`src/rtl/hvtd_pkg.sv`:
```
package hvtd_pkg;

  localparam int NUM_TAGS_DEF   = 32;
  localparam int MAX_WORDS_DEF  = 64;
  localparam int SCORE_BITS_DEF = 16;

  localparam int TAG_W  = 5;
  localparam int IDX_W  = 6;
  localparam int LOG_W  = 16;
  localparam int FROM_W = 6;

  typedef enum logic [1:0] {
    KIND_LOAD  = 2'd0,
    KIND_EMIT  = 2'd1,
    KIND_WORD  = 2'd2,
    KIND_SENT  = 2'd3
  } kind_t;

  localparam logic [1:0] ST_TAG   = 2'd0;
  localparam logic [1:0] ST_LIMIT = 2'd1;
  localparam logic [1:0] ST_EMPTY = 2'd2;

  typedef struct packed {
    logic [1:0]        kind;
    logic [FROM_W-1:0] from_tag;
    logic [TAG_W-1:0]  to_tag;
    logic signed [LOG_W-1:0] log_value;
  } cmd_t;

  typedef struct packed {
    logic [TAG_W-1:0] tag;
    logic [IDX_W-1:0] word_index;
    logic             last;
    logic [1:0]       status;
  } res_t;

endpackage

```
`src/rtl/hvtd_acs.sv`:
```
module hvtd_acs import hvtd_pkg::*; #(
  parameter int SCORE_BITS = SCORE_BITS_DEF
) (
  input  logic signed [SCORE_BITS+7:0] path,
  input  logic signed [SCORE_BITS-1:0] score,
  output logic signed [SCORE_BITS+7:0] sum
);
  localparam int PW = SCORE_BITS + 8;
  localparam logic signed [PW-1:0] PMIN = {1'b1, {(PW-1){1'b0}}};
  localparam logic signed [PW-1:0] PMAX = {1'b0, {(PW-1){1'b1}}};
  localparam logic signed [SCORE_BITS-1:0] SMIN = {1'b1, {(SCORE_BITS-1){1'b0}}};

  logic signed [PW:0] wide;

  always_comb begin
    wide = {path[PW-1], path} + (PW+1)'(score);
    if (path == PMIN || score == SMIN) begin
      sum = PMIN;
    end else if (wide > $signed({PMAX[PW-1], PMAX})) begin
      sum = PMAX;
    end else if (wide < $signed({PMIN[PW-1], PMIN})) begin
      sum = PMIN;
    end else begin
      sum = wide[PW-1:0];
    end
  end
endmodule

```
`config.mk`:
```
export PLATFORM = sky130hd
export DESIGN_NAME = hvtd_acs
export DESIGN_NICKNAME = d
export VERILOG_FILES = /design/src/rtl/hvtd_pkg.sv /design/src/rtl/hvtd_acs.sv
export SDC_FILE = /design/constraint.sdc
export NUM_CORES = 1
export LEC_CHECK = 0
export BUFFER_PORTS_ARGS = -buffer_cell sky130_fd_sc_hd__buf_2
export CORE_MARGIN = 2
export CORE_UTILIZATION = 54
export DETAILED_ROUTE_END_ITERATION = 16
export GPL_ROUTABILITY_DRIVEN = 0
export GPL_TIMING_DRIVEN = 1
export PLACE_DENSITY = 0.95
export SETUP_SLACK_MARGIN = 0.02
export SLEW_MARGIN = 15
export SYNTH_ARGS = -nofsm -noshare
export SYNTH_HDL_FRONTEND = slang
export SYNTH_SLANG_ARGS = --single-unit
```
`constraint.sdc`:
```
create_clock -name vclk -period 4.4
set_clock_uncertainty 0.15 [all_clocks]
set_input_delay 0.88 -clock vclk [all_inputs]
set_output_delay 0.88 -clock vclk [all_outputs]
set_load 0.02 [all_outputs]
```
==> results.py <==
metrics = {
    "sta": {
        "period_share_pct": 105,
        "tns_ns": -4.33,
        "fin_ws_ns": -0.228,
        "fmax_ghz": 0.216,
        "fin_crit_ns": 4.63,
        "setup_viol": 24,
        "rsz0062_at_grt": "yes",
        "tightest_slew_ns": 0.758,
        "slew-limit-headroom_pct": 49.0,
        "timing.final.max_slew_violations": 0,
        "hold_violations": 0,
        "whs_ns": 2.12,
    },
    "placed_design": {
        "dpl-instance-area_sq_um": 2160,
        "dp_hpwl_um": 4480,
        "dp_slack_ns": 0.0268,
        "io_buffers": 64,
    },
    "outcome": {
        "failed_checks": "setup timing",
        "status": "complete, but fails checks",
    },
    "cells_and_area": {
        "utilization_pct": 86.5,
        "fin_nets": 366,
        "nClkBuffers": 0,
        "layout_common_cells": "buf_2, buf_4, ha_4, o22ai_2",
        "seq_cells": 0,
        "syn2layout_area_growth_pct": 49.5,
        "antenna-diode-count": 0,
        "drive_above_1_share_pct": 49.5,
        "final_common_cell": "buf_2",
        "seqCellArea_sq_um": 0,
        "finalInstanceArea_sq_um": 2690,
    },
    "worst_setup_path": {
        "cp.required_ns": 3.37,
        "crit_buf_inv": 3,
        "cp_top_family": "compound AO/OA/AOI/OAI gates",
        "slowest_delay_ns": 0.60,
        "end_kind": "primary output",
        "worstPathCellList": "buf_2 -> ha_4 -> o211ai_1 -> o211ai_2 -> a21oi_2 -> o211ai_1 -> or4_1 -> and3_4 -> buf_6 -> o22ai_1 -> buf_4",
        "arrival_ns": 3.60,
        "path_max_fanout": 7,
        "criticalPathCategory": "in -> out",
        "cp_slowest_cell": "or4_1",
        "start_kind": "primary input",
        "crit_top_cell": "o211ai_1",
    },
    "route": {
        "antenna_left": 0,
        "vias_per_cell": 7.65,
        "drtIter0Drc": 300,
        "wire_per_inst_um": 25.8,
        "route.detailed.drc": 0,
        "vias": 2624,
        "wl_um": 8850,
        "first_pass_iters": 5,
    },
    "floorplanning": {
        "core_area_sq_um": 3100,
        "initial_core_util_pct": 57.9,
        "io-pin-count": 64,
        "die_h_um": 61.7,
        "die_area_sq_um": 3800,
        "die_w_um": 61.7,
        "placementRows": 20,
    },
    "power": {
        "p_seq_share_pct": 0,
        "peakVddDrop_mv": 0.127,
        "clkPwrFrac_pct": 0,
        "powerDensity_nw_per_um2": 237,
        "p_int_w": 0.000277,
        "switching_share_pct": 56.4,
        "power_switching_w": 0.000359,
        "leakage_nw": 1.10,
        "combPwrFrac_pct": 100.0,
    },
    "yosys": {
        "yosys.area.top_type_share_pct": 16.7,
        "syn_area_sq_um": 1800,
        "synth.distinct_cells": 57,
        "ys_top_cells_by_area": "ha_1, o22ai_2, xnor2_1, a21oi_1, xor2_1",
        "seq_area_frac_synth_pct": 0,
        "syn_nets": 292,
        "synth_area_leader_cell": "ha_1",
        "synthCells": 227,
        "synth_warnings": 0,
        "syn_avg_cell_area_sq_um": 7.91,
    },
    "global_routing": {
        "antenna_found_initial": 0,
        "grt_max_degree": 17,
        "grt.overflow.total": 0,
        "first_global_vias": 1958,
        "grt_pass1_wl_um": 8580,
        "grtUsageTotal_pct": 29.0,
    },
    "hold_path": {
        "hp-class": "in -> out",
    },
    "run": {
        "maxCapViolations": 0,
    },
    "clocking": {
        "holdBufCountCts": 0,
    },
}
-- metrics by stage --
stage,power (W),std cells
4_1_cts,0.000474,332
3_5_place_dp,0.000472,332
6_report,0.000636,343
2_1_floorplan,0.000347,227
3_3_place_gp,0.000459,332
5_1_grt,0.000660,343
-- logic make-up (layout without fill, tap and decap cells) --
| kind of cell | after synthesis | after routing | synth area share (%) |
|---|---|---|---|
| AO/OA/AOI/OAI | 101 | 101 | 46.3 |
| AND/OR/NAND/NOR | 58 | 58 | 18.2 |
| XOR/XNOR | 17 | 17 | 8.29 |
| buffers and inverters | 26 | 98 | 9.34 |
| adder cells (fa/ha/maj) | 25 | 25 | 17.8 |
-- worst paths after layout --
check,from,to,depth (start not counted)
min,path[0],sum[0],5
max,path[2],sum[2],11
-- power groups by stage --
stage | logic (W) | registers, W | clock network [W]
after floorplan | 0.000347 | 0 | 0
after global placement | 0.000459 | 0 | 0
after detailed placement | 0.000472 | 0 | 0
after CTS | 0.000474 | 0 | 0
after global routing | 0.000660 | 0 | 0
final | 0.000636 | 0 | 0
-- cell type report --
cell class	count	area, sq um
well taps	44	55.1
repair buffers	86	616
multi-input cells	201	1970
inverters	12	45.0
fillers	165	418
-- cells in the mapped netlist (3+ instances only) --
| cell | instances |
|---|---|
| nand3_1 | 5 |
| a21o_1 | 8 |
| and3_1 | 3 |
| nand2b_1 | 3 |
| a21oi_1 | 15 |
| ha_1 | 24 |
| buf_6 | 5 |
| xor2_1 | 8 |
| a31oi_1 | 4 |
| o22ai_1 | 3 |
| o22ai_2 | 17 |
| nand2_1 | 13 |
| xnor2_1 | 9 |
| o32ai_1 | 3 |
| buf_2 | 3 |
| a211oi_2 | 3 |
| nor4_1 | 8 |
| nor2_1 | 5 |
| nand4_1 | 6 |
| o21ai_0 | 12 |
| o21bai_1 | 5 |
| a211oi_1 | 6 |
| o211ai_1 | 4 |
| inv_1 | 12 |
-- what timing repair did --
action / 4_1_cts / 5_1_grt
setup buffers: 0 / 9
gates cloned: 0 / 2
hold endpoints to repair: 0 / 0
pin swaps: 1 / 20
endpoints found under the setup margin: 1 / 24
gates resized for setup: 2 / 74
-- routing by layer --
layer / up-vias / track usage (%) / part of all wire, %
met5: - / 0 / 0
met4: 0 / 8.21 / 9.8
met3: 119 / 2.52 / 12
met2: 277 / 51.9 / 44
met1: 1175 / 36.8 / 35
li1: 1053 / - / -
Note: power is estimated with default switching activity, not from simulation.
